### src/rtl/sha256_pkg.sv
package sha256_pkg;

    // block geometry
    localparam int unsigned BLOCK_BYTES  = 64;
    localparam int unsigned FILL_W       = 6;
    localparam int unsigned LEN_OFFSET   = 56;
    localparam int unsigned WORD_IDX_W   = 3;
    localparam int unsigned ROUND_W      = 6;

    // padding marker byte
    localparam logic [7:0] PAD_MARK = 8'h80;

    // initial hash value
    localparam logic [31:0] INIT_HASH [8] = '{
        32'h6a09e667, 32'hbb67ae85, 32'h3c6ef372, 32'ha54ff53a,
        32'h510e527f, 32'h9b05688c, 32'h1f83d9ab, 32'h5be0cd19
    };

    // round constants
    localparam logic [31:0] ROUND_K [64] = '{
        32'h428a2f98, 32'h71374491, 32'hb5c0fbcf, 32'he9b5dba5,
        32'h3956c25b, 32'h59f111f1, 32'h923f82a4, 32'hab1c5ed5,
        32'hd807aa98, 32'h12835b01, 32'h243185be, 32'h550c7dc3,
        32'h72be5d74, 32'h80deb1fe, 32'h9bdc06a7, 32'hc19bf174,
        32'he49b69c1, 32'hefbe4786, 32'h0fc19dc6, 32'h240ca1cc,
        32'h2de92c6f, 32'h4a7484aa, 32'h5cb0a9dc, 32'h76f988da,
        32'h983e5152, 32'ha831c66d, 32'hb00327c8, 32'hbf597fc7,
        32'hc6e00bf3, 32'hd5a79147, 32'h06ca6351, 32'h14292967,
        32'h27b70a85, 32'h2e1b2138, 32'h4d2c6dfc, 32'h53380d13,
        32'h650a7354, 32'h766a0abb, 32'h81c2c92e, 32'h92722c85,
        32'ha2bfe8a1, 32'ha81a664b, 32'hc24b8b70, 32'hc76c51a3,
        32'hd192e819, 32'hd6990624, 32'hf40e3585, 32'h106aa070,
        32'h19a4c116, 32'h1e376c08, 32'h2748774c, 32'h34b0bcb5,
        32'h391c0cb3, 32'h4ed8aa4a, 32'h5b9cca4f, 32'h682e6ff3,
        32'h748f82ee, 32'h78a5636f, 32'h84c87814, 32'h8cc70208,
        32'h90befffa, 32'ha4506ceb, 32'hbef9a3f7, 32'hc67178f2
    };

    // controller states
    typedef enum logic [2:0] {
        ST_IDLE,
        ST_PAD80,
        ST_PAD0,
        ST_LEN,
        ST_ROUND,
        ST_FINAL,
        ST_OUT
    } t_state;

    // source of the byte shifted into the block register
    typedef enum logic [2:0] {
        SH_NONE,
        SH_DATA,
        SH_MARK,
        SH_ZERO,
        SH_LEN
    } t_shift;

    // controller to datapath
    typedef struct packed {
        t_shift shift_sel;
        logic   comp_start;
        logic   round_en;
        logic   cv_add;
        logic   word_next;
        logic   msg_clear;
    } t_dp_cmd;

    // datapath to controller
    typedef struct packed {
        logic fill_last;
        logic fill_at_len;
        logic round_last;
        logic word_last;
    } t_dp_sts;

endpackage

### src/rtl/sha256_ctrl.sv
module sha256_ctrl (
    input  logic                i_clk,
    input  logic                i_rst_n,
    input  logic                i_in_valid,
    input  logic                i_in_present,
    input  logic                i_in_end,
    output logic                o_in_ready,
    output logic                o_out_valid,
    input  logic                i_out_ready,
    input  sha256_pkg::t_dp_sts i_sts,
    output sha256_pkg::t_dp_cmd o_cmd
);

    sha256_pkg::t_state r_state, n_state;
    sha256_pkg::t_state r_ret, n_ret;
    logic               w_in_xfer;
    logic               w_out_xfer;

    assign w_in_xfer  = i_in_valid && o_in_ready;
    assign w_out_xfer = o_out_valid && i_out_ready;

    // state registers
    always_ff @(posedge i_clk) begin
        if (!i_rst_n) begin
            r_state <= sha256_pkg::ST_IDLE;
            r_ret   <= sha256_pkg::ST_IDLE;
        end else begin
            r_state <= n_state;
            r_ret   <= n_ret;
        end
    end

    // next state and return state after a compression
    always_comb begin
        n_state = r_state;
        n_ret   = r_ret;
        case (r_state)
            sha256_pkg::ST_IDLE: begin
                if (w_in_xfer) begin
                    if (i_in_present && i_sts.fill_last) begin
                        n_state = sha256_pkg::ST_ROUND;
                        n_ret   = i_in_end ? sha256_pkg::ST_PAD80 : sha256_pkg::ST_IDLE;
                    end else if (i_in_end) begin
                        n_state = sha256_pkg::ST_PAD80;
                    end
                end
            end
            sha256_pkg::ST_PAD80: begin
                if (i_sts.fill_last) begin
                    n_state = sha256_pkg::ST_ROUND;
                    n_ret   = sha256_pkg::ST_PAD0;
                end else begin
                    n_state = sha256_pkg::ST_PAD0;
                end
            end
            sha256_pkg::ST_PAD0: begin
                if (i_sts.fill_at_len) begin
                    n_state = sha256_pkg::ST_LEN;
                end else if (i_sts.fill_last) begin
                    n_state = sha256_pkg::ST_ROUND;
                    n_ret   = sha256_pkg::ST_PAD0;
                end
            end
            sha256_pkg::ST_LEN: begin
                if (i_sts.fill_last) begin
                    n_state = sha256_pkg::ST_ROUND;
                    n_ret   = sha256_pkg::ST_OUT;
                end
            end
            sha256_pkg::ST_ROUND: begin
                if (i_sts.round_last) begin
                    n_state = sha256_pkg::ST_FINAL;
                end
            end
            sha256_pkg::ST_FINAL: begin
                n_state = r_ret;
            end
            sha256_pkg::ST_OUT: begin
                if (w_out_xfer && i_sts.word_last) begin
                    n_state = sha256_pkg::ST_IDLE;
                end
            end
            default: begin
                n_state = sha256_pkg::ST_IDLE;
            end
        endcase
    end

    // commands and handshake outputs
    always_comb begin
        o_in_ready  = 1'b0;
        o_out_valid = 1'b0;
        o_cmd       = '{shift_sel: sha256_pkg::SH_NONE, default: 1'b0};
        case (r_state)
            sha256_pkg::ST_IDLE: begin
                o_in_ready = 1'b1;
                if (i_in_valid && i_in_present) begin
                    o_cmd.shift_sel  = sha256_pkg::SH_DATA;
                    o_cmd.comp_start = i_sts.fill_last;
                end
            end
            sha256_pkg::ST_PAD80: begin
                o_cmd.shift_sel  = sha256_pkg::SH_MARK;
                o_cmd.comp_start = i_sts.fill_last;
            end
            sha256_pkg::ST_PAD0: begin
                if (!i_sts.fill_at_len) begin
                    o_cmd.shift_sel  = sha256_pkg::SH_ZERO;
                    o_cmd.comp_start = i_sts.fill_last;
                end
            end
            sha256_pkg::ST_LEN: begin
                o_cmd.shift_sel  = sha256_pkg::SH_LEN;
                o_cmd.comp_start = i_sts.fill_last;
            end
            sha256_pkg::ST_ROUND: begin
                o_cmd.round_en = 1'b1;
            end
            sha256_pkg::ST_FINAL: begin
                o_cmd.cv_add = 1'b1;
            end
            sha256_pkg::ST_OUT: begin
                o_out_valid     = 1'b1;
                o_cmd.word_next = i_out_ready;
                o_cmd.msg_clear = i_out_ready && i_sts.word_last;
            end
            default: begin
                o_in_ready = 1'b0;
            end
        endcase
    end

endmodule

### src/rtl/sha256_dp.sv
module sha256_dp (
    input  logic                i_clk,
    input  logic                i_rst_n,
    input  logic [7:0]          i_data_byte,
    input  sha256_pkg::t_dp_cmd i_cmd,
    output sha256_pkg::t_dp_sts o_sts,
    output logic [31:0]         o_digest_word,
    output logic [2:0]          o_word_number,
    output logic                o_last_word,
    output logic                o_length_error
);

    localparam logic [sha256_pkg::FILL_W-1:0] FILL_LAST =
        sha256_pkg::FILL_W'(sha256_pkg::BLOCK_BYTES - 1);
    localparam logic [sha256_pkg::FILL_W-1:0] FILL_LEN =
        sha256_pkg::FILL_W'(sha256_pkg::LEN_OFFSET);

    // small sigma and big sigma functions
    function automatic logic [31:0] ror(input logic [31:0] x, input int unsigned n);
        ror = (x >> n) | (x << (32 - n));
    endfunction

    function automatic logic [31:0] sig0(input logic [31:0] x);
        sig0 = ror(x, 7) ^ ror(x, 18) ^ (x >> 3);
    endfunction

    function automatic logic [31:0] sig1(input logic [31:0] x);
        sig1 = ror(x, 17) ^ ror(x, 19) ^ (x >> 10);
    endfunction

    function automatic logic [31:0] bsig0(input logic [31:0] x);
        bsig0 = ror(x, 2) ^ ror(x, 13) ^ ror(x, 22);
    endfunction

    function automatic logic [31:0] bsig1(input logic [31:0] x);
        bsig1 = ror(x, 6) ^ ror(x, 11) ^ ror(x, 25);
    endfunction

    logic [511:0]                  r_blk;
    logic [sha256_pkg::FILL_W-1:0] r_fill;
    logic [63:0]                   r_count;
    logic                          r_ovf;
    logic [31:0]                   r_cv [8];
    logic [31:0]                   r_v  [8];
    logic [sha256_pkg::ROUND_W-1:0]    r_round;
    logic [sha256_pkg::WORD_IDX_W-1:0] r_word;

    logic [7:0]  w_shift_byte;
    logic [63:0] w_bits;
    logic [2:0]  w_len_sel;
    logic [31:0] w_w0, w_w1, w_w9, w_w14, w_wnew;
    logic [31:0] w_t1, w_t2;
    logic        w_count_max;

    // schedule window taps, word 0 is the oldest
    assign w_w0  = r_blk[511:480];
    assign w_w1  = r_blk[479:448];
    assign w_w9  = r_blk[223:192];
    assign w_w14 = r_blk[63:32];
    assign w_wnew = sig1(w_w14) + w_w9 + sig0(w_w1) + w_w0;

    // length bytes go out most significant first
    assign w_bits    = {r_count[60:0], 3'b000};
    assign w_len_sel = 3'd7 - r_fill[2:0];

    always_comb begin
        case (i_cmd.shift_sel)
            sha256_pkg::SH_DATA: w_shift_byte = i_data_byte;
            sha256_pkg::SH_MARK: w_shift_byte = sha256_pkg::PAD_MARK;
            sha256_pkg::SH_LEN:  w_shift_byte = w_bits[{w_len_sel, 3'b000} +: 8];
            default:             w_shift_byte = 8'h00;
        endcase
    end

    // round function
    assign w_t1 = r_v[7] + bsig1(r_v[4]) + ((r_v[4] & r_v[5]) ^ (~r_v[4] & r_v[6]))
                + sha256_pkg::ROUND_K[r_round] + w_w0;
    assign w_t2 = bsig0(r_v[0])
                + ((r_v[0] & r_v[1]) ^ (r_v[0] & r_v[2]) ^ (r_v[1] & r_v[2]));

    assign w_count_max = (r_count[63:61] != 3'b000) || (&r_count[60:0]);

    // block register: byte shifts while filling, word shifts while compressing
    always_ff @(posedge i_clk) begin
        if (i_cmd.shift_sel != sha256_pkg::SH_NONE) begin
            r_blk <= {r_blk[503:0], w_shift_byte};
        end else if (i_cmd.round_en) begin
            r_blk <= {r_blk[479:0], w_wnew};
        end
    end

    // working variables
    always_ff @(posedge i_clk) begin
        if (i_cmd.comp_start) begin
            for (int i = 0; i < 8; i++) r_v[i] <= r_cv[i];
        end else if (i_cmd.round_en) begin
            r_v[7] <= r_v[6];
            r_v[6] <= r_v[5];
            r_v[5] <= r_v[4];
            r_v[4] <= r_v[3] + w_t1;
            r_v[3] <= r_v[2];
            r_v[2] <= r_v[1];
            r_v[1] <= r_v[0];
            r_v[0] <= w_t1 + w_t2;
        end
    end

    // counters, chaining value and length state
    always_ff @(posedge i_clk) begin
        if (!i_rst_n) begin
            r_fill  <= '0;
            r_count <= '0;
            r_ovf   <= 1'b0;
            r_round <= '0;
            r_word  <= '0;
            for (int i = 0; i < 8; i++) r_cv[i] <= sha256_pkg::INIT_HASH[i];
        end else begin
            if (i_cmd.shift_sel != sha256_pkg::SH_NONE) begin
                r_fill <= r_fill + 1'b1;
            end
            if (i_cmd.shift_sel == sha256_pkg::SH_DATA) begin
                r_count <= r_count + 64'd1;
                if (w_count_max) r_ovf <= 1'b1;
            end
            if (i_cmd.comp_start) begin
                r_round <= '0;
            end else if (i_cmd.round_en) begin
                r_round <= r_round + 1'b1;
            end
            if (i_cmd.word_next) begin
                r_word <= r_word + 1'b1;
            end
            if (i_cmd.cv_add) begin
                for (int i = 0; i < 8; i++) r_cv[i] <= r_cv[i] + r_v[i];
            end
            if (i_cmd.msg_clear) begin
                r_count <= '0;
                r_ovf   <= 1'b0;
                for (int i = 0; i < 8; i++) r_cv[i] <= sha256_pkg::INIT_HASH[i];
            end
        end
    end

    // status back to the controller
    assign o_sts.fill_last   = (r_fill == FILL_LAST);
    assign o_sts.fill_at_len = (r_fill == FILL_LEN);
    assign o_sts.round_last  = (&r_round);
    assign o_sts.word_last   = (&r_word);

    // digest readout
    assign o_digest_word  = r_cv[r_word];
    assign o_word_number  = r_word;
    assign o_last_word    = (&r_word);
    assign o_length_error = r_ovf;

endmodule

### src/rtl/sha256_hash_engine.sv
// channel   | direction | tdata                  | tuser                              | tlast
// ----------+-----------+------------------------+------------------------------------+---------------
// s_axis    | in        | [7:0] data_byte        | [0] byte_present                   | end_of_message
// m_axis    | out       | [31:0] digest_word     | [2:0] word_number, [3] length_error | last_word
//
// message bytes are shifted into the block register; every 64th byte starts a compression
// (64 rounds on one shared round unit, then the chaining add)
// an end item adds the padding and length bytes plus one or two compressions
// one item at a time: s_axis_tready is low during compression, padding and digest readout
// the eight digest words hold on m_axis while m_axis_tready is low
// synchronous active-low reset loads the initial hash value and clears all counters
module sha256_hash_engine (
    input  logic        i_clk,
    input  logic        i_rst_n,
    input  logic        s_axis_tvalid,
    output logic        s_axis_tready,
    input  logic [7:0]  s_axis_tdata,   // [7:0] data_byte
    input  logic        s_axis_tuser,   // [0] byte_present
    input  logic        s_axis_tlast,
    output logic        m_axis_tvalid,
    input  logic        m_axis_tready,
    output logic [31:0] m_axis_tdata,   // [31:0] digest_word
    output logic [3:0]  m_axis_tuser,   // [2:0] word_number, [3] length_error
    output logic        m_axis_tlast
);

    sha256_pkg::t_dp_cmd w_cmd;
    sha256_pkg::t_dp_sts w_sts;
    logic [2:0]          w_word_number;
    logic                w_length_error;

    // sequencer
    sha256_ctrl u_ctrl (
        .i_clk        (i_clk),
        .i_rst_n      (i_rst_n),
        .i_in_valid   (s_axis_tvalid),
        .i_in_present (s_axis_tuser),
        .i_in_end     (s_axis_tlast),
        .o_in_ready   (s_axis_tready),
        .o_out_valid  (m_axis_tvalid),
        .i_out_ready  (m_axis_tready),
        .i_sts        (w_sts),
        .o_cmd        (w_cmd)
    );

    // block register, round unit and chaining value
    sha256_dp u_dp (
        .i_clk          (i_clk),
        .i_rst_n        (i_rst_n),
        .i_data_byte    (s_axis_tdata),
        .i_cmd          (w_cmd),
        .o_sts          (w_sts),
        .o_digest_word  (m_axis_tdata),
        .o_word_number  (w_word_number),
        .o_last_word    (m_axis_tlast),
        .o_length_error (w_length_error)
    );

    // output sideband packing
    assign m_axis_tuser = {w_length_error, w_word_number};

endmodule

### config.mk
export PLATFORM = sky130hd
export DESIGN_NAME = sha256_hash_engine
export DESIGN_NICKNAME = d
export VERILOG_FILES = /design/src/rtl/sha256_pkg.sv /design/src/rtl/sha256_ctrl.sv /design/src/rtl/sha256_dp.sv /design/src/rtl/sha256_hash_engine.sv
export SDC_FILE = /design/constraint.sdc
export NUM_CORES = 2
export LEC_CHECK = 0
export ABC_AREA = 1
export BUFFER_PORTS_ARGS = -buffer_cell sky130_fd_sc_hd__buf_2
export CORE_ASPECT_RATIO = 0.6
export CORE_MARGIN = 2
export CORE_UTILIZATION = 50
export DETAILED_ROUTE_END_ITERATION = 8
export PLACE_DENSITY_LB_ADDON = 0.08
export RECOVER_POWER = 25
export SKIP_LAST_GASP = 1
export SLEW_MARGIN = 20
export SYNTH_ARGS = -nofsm -noshare
export SYNTH_HDL_FRONTEND = slang
export SYNTH_SLANG_ARGS = --single-unit
### constraint.sdc
create_clock -name i_clk -period 25.8 [get_ports i_clk]
set_input_delay 1.29 -clock i_clk [delete_from_list [all_inputs] [get_ports i_clk]]
set_output_delay 1.29 -clock i_clk [all_outputs]
set_load 0.02 [all_outputs]
==> summary.txt <==
Power and ir drop
  – P_leak: 37.4 nW
  – Pint: 5.91 mW
  – Peak supply drop: 0.250 mV
  – Logic pwr share: 0.598
  – Power Density: 140 nW/µm²
  – Sw Pwr: 6.09 mW
  – Flop pwr share: 0.254
  – Switching part of the total: 0.507
  – Clock power share: 0.148

Critical path
  – Crit Path Class: reg2reg
  – FF-to-FF path depth: 10
  – Critical Path RT: 26.39 ns
  – Crit path cell chain: inv_1, ha_1, nand3_1, a21oi_1, o21ai_0, nor2_1, clkbuf_1, buf_4, nand2_1, nand2_1
  – Worst setup path end: u_dp.r_blk[244]
  – Type of origin of the critical path: flip-flop
  – Reg-to-reg startpoint: u_dp.r_fill[1]
  – Crit. End Element: flip-flop
  – R2R Setup Slk: 14.94 ns
  – Worst setup startpoint: u_dp.r_fill[1]
  – Slowest stage cell, crit path: clkbuf_1
  – Worst r2r dst: u_dp.r_blk[244]
  – CP arrival: 11.45 ns
  – Crit Path Max Fanout: 219
  – Top cell by count, worst path: nand2_1
  – Max incr delay on CP: 6.12 ns

Logic synthesis
  – Post-synthesis sequential area ratio: 0.389
  – Synth top area cells: edfxtp_1 (34%), nand2_1 (15%), ha_1 (6.2%)
  – EDFF count, synth: 896
  – Cells after Synth: 10400
  – Synth async-reset ratio: 0
  – Yosys top cell area share: 0.335
  – Syn Area/Cell: 7.70 µm²
  – Synth warn: 0
  – Area leader, netlist: edfxtp_1
  – Synth unique cells: 63
  – Syn_nets: 11000
  – FF+latch count, synth: 1113
  – Synth Cell Area: 80200 µm²
  – Main synth FF type: edfxtp_1

GRT
  – Largest net degree at the start of global routing: 220
  – Final global-route overflow total: 0
  – Number of global-route vias before repair: 68700
  – Initial antenna violation count: 29
  – GR Util All Layers: 0.416
  – Global-route wire length before repair: 494 mm

Clock network
  – CTS buffer count: 111
  – Clock sink total: 1113
  – H-tree level count: 3
  – CTS tree: done
  – Post-cts sizing count: 0
  – Clk_lat worst skew: 0.82 ns
  – Clock Path Buffers: 3
  – Worst-path clk slew: 0.07 ns
  – Post-CTS setup buffer count: 0
  – Root buffer cell: clkbuf_16
  – Cts-stage hold buffer count: 0

STA
  – Max_slew headroom: -5.14
  – Final min period: 10.86 ns
  – RSZ-0062 raised after global routing: no
  – Final Hold Fails: 0
  – Fmax: 0.0921 GHz
  – Final Max Tran Viols: 1448
  – Tightest Pin Transition: 9.20 ns
  – Final period utilization: 0.421
  – Setup TNS: 0 ns
  – # setup viols final: 0
  – Clk_skew: 0.0876 ns

Detailed routing
  – # DRC: 0
  – Router iterations before antenna repair: 9
  – DR WL/cell: 28.1 µm
  – Vias: 77600
  – Initial drt markers: 12900
  – Antenna-violating nets left: 0
  – Final wirelength: 350 mm
  – Vias/cell: 6.23

Place
  – Dpl cells: 12200
  – IO Port Bufs: 52
  – RD Place Congestion: 1.10
  – DP HPWL: 275 mm

Floorplanning
  – Die area: 164000 µm²
  – Height of the die: 314 µm
  – I/O Pins: 53
  – Initial Util: 0.505
  – CORE AREA: 159000 µm²
  – DIE WIDTH: 521 µm
  – Row count: 113

Status
  – Status: finished with violations
  – Failing checks: max-capacitance violations, max-slew violations

Layout
  – Final net count: 10800
  – Share of cells above drive strength 1: 0.0362
  – P&R area growth vs syn: 6.93%
  – Most frequent cells in the layout: nand2_1 (3150), inv_1 (1145), edfxtp_1 (896)
  – Fin cells: 12500
  – Commonest non-fill, non-tap cell in the layout: nand2_1

Job
  – Max Cap Viol: 20

Worst hold path
  – Hold/Removal Path Class: reg2reg
-- power by group through the flow --
stage          logic [mW]  clock network, mW  registers, mW
6_report             7.17               1.78           3.05
5_1_grt              7.81               1.84           3.08
4_1_cts              6.83               1.78           3.02
3_5_place_dp         6.78                  0           3.05
3_3_place_gp         6.75                  0           3.04
2_1_floorplan        4.72                  0           2.95
-- sequential cells by signal, indices dropped and copies added (netlist names), named ones only --
| name | cells |
|---|---|
| u_dp.r_round | 6 |
| u_ctrl.r_ret | 3 |
| u_ctrl.r_state | 3 |
| u_dp.r_fill | 6 |
| u_dp.o_word_number | 3 |
| u_dp.r_count | 64 |
| u_dp.o_length_error | 1 |
| u_dp.r_blk | 512 |
| u_dp.r_v | 256 |
| u_dp.r_cv | 256 |
-- stage by stage --
step	power [mW]	setup slack, ns	instance area (µm²)	hold WS, ns	utilization
finish	12.0	14.94	85800	0.470	0.540
global route	12.7	14.11	85800	0.501	0.540
CTS	11.6	16.18	85900	0.472	0.541
detailed placement	9.82	16.24	82100	0.462	0.517
global placement	9.80	16.42	82100	0.439	0.517
floorplan	7.66	11.69	80200	0.423	-
-- worst max-delay path: cells and delay by family, from the launching register on --
family                   cells  cell delay [ns]
AO/OA/AOI/OAI                2             0.28
adder cells (fa/ha/maj)      1             0.26
buffers and inverters        3             8.06
flip-flops                   1             0.67
AND/OR/NAND/NOR              4             1.12
-- synth_stat cells, types with 64 or more instances --
library cell / count
xor2_1: 224
buf_2: 96
a31oi_1: 83
nand3_1: 438
o21ai_0: 877
nand2_1: 3152
nor3_1: 121
xnor2_1: 181
dfxtp_1: 217
nor2_1: 656
inv_1: 1145
a21oi_1: 755
fa_1: 195
clkbuf_1: 302
edfxtp_1: 896
nand4_1: 92
ha_1: 397
a21o_1: 64
-- final cells by class --
cell class | instances | area, µm²
clock inverter | 76 | 953
inverter | 1162 | 4370
multi-input combinational | 7706 | 42800
tap | 2127 | 2660
clock buffer | 133 | 2890
fill | 15000 | 73000
sequential | 1113 | 31300
timing repair buffer | 131 | 813
antenna | 8 | 20.0
-- routing by layer --
layer | GRT usage | vias up | routed length [µm]
met5 | 0.00978 | - | 318
met4 | 0.100 | 14 | 9920
met3 | 0.205 | 604 | 65400
met2 | 0.486 | 5587 | 120000
met1 | 0.649 | 37100 | 155000
li1 | - | 34300 | -
-- kinds of logic (layout without fill, tap and decap cells) --
group	after synthesis	in the layout	synth area share
AO/OA/AOI/OAI	2123	2123	0.147
adder cells (fa/ha/maj)	601	601	0.112
other	0	8	0
buffers and inverters	1595	1502	0.0769
flip-flops	1113	1113	0.389
AND/OR/NAND/NOR	4577	4577	0.231
XOR/XNOR	405	405	0.0442
-- worst min-delay path by stage --
| stage | start | end | slack [ns] | cells past startpoint |
|---|---|---|---|---|
| finish | u_ctrl.r_ret[0] | u_ctrl.r_ret[0] | 0.47 | 2 |
| global route | u_dp.r_count[63] | u_dp.r_count[63] | 0.50 | 1 |
| global placement | u_dp.r_count[63] | u_dp.r_count[63] | 0.44 | 1 |
| floorplan | u_dp.r_count[63] | u_dp.r_count[63] | 0.42 | 1 |
| CTS | u_ctrl.r_ret[0] | u_ctrl.r_ret[0] | 0.47 | 2 |
| detailed placement | u_ctrl.r_ret[0] | u_ctrl.r_ret[0] | 0.46 | 2 |
Power figures use the tool's default switching activity.
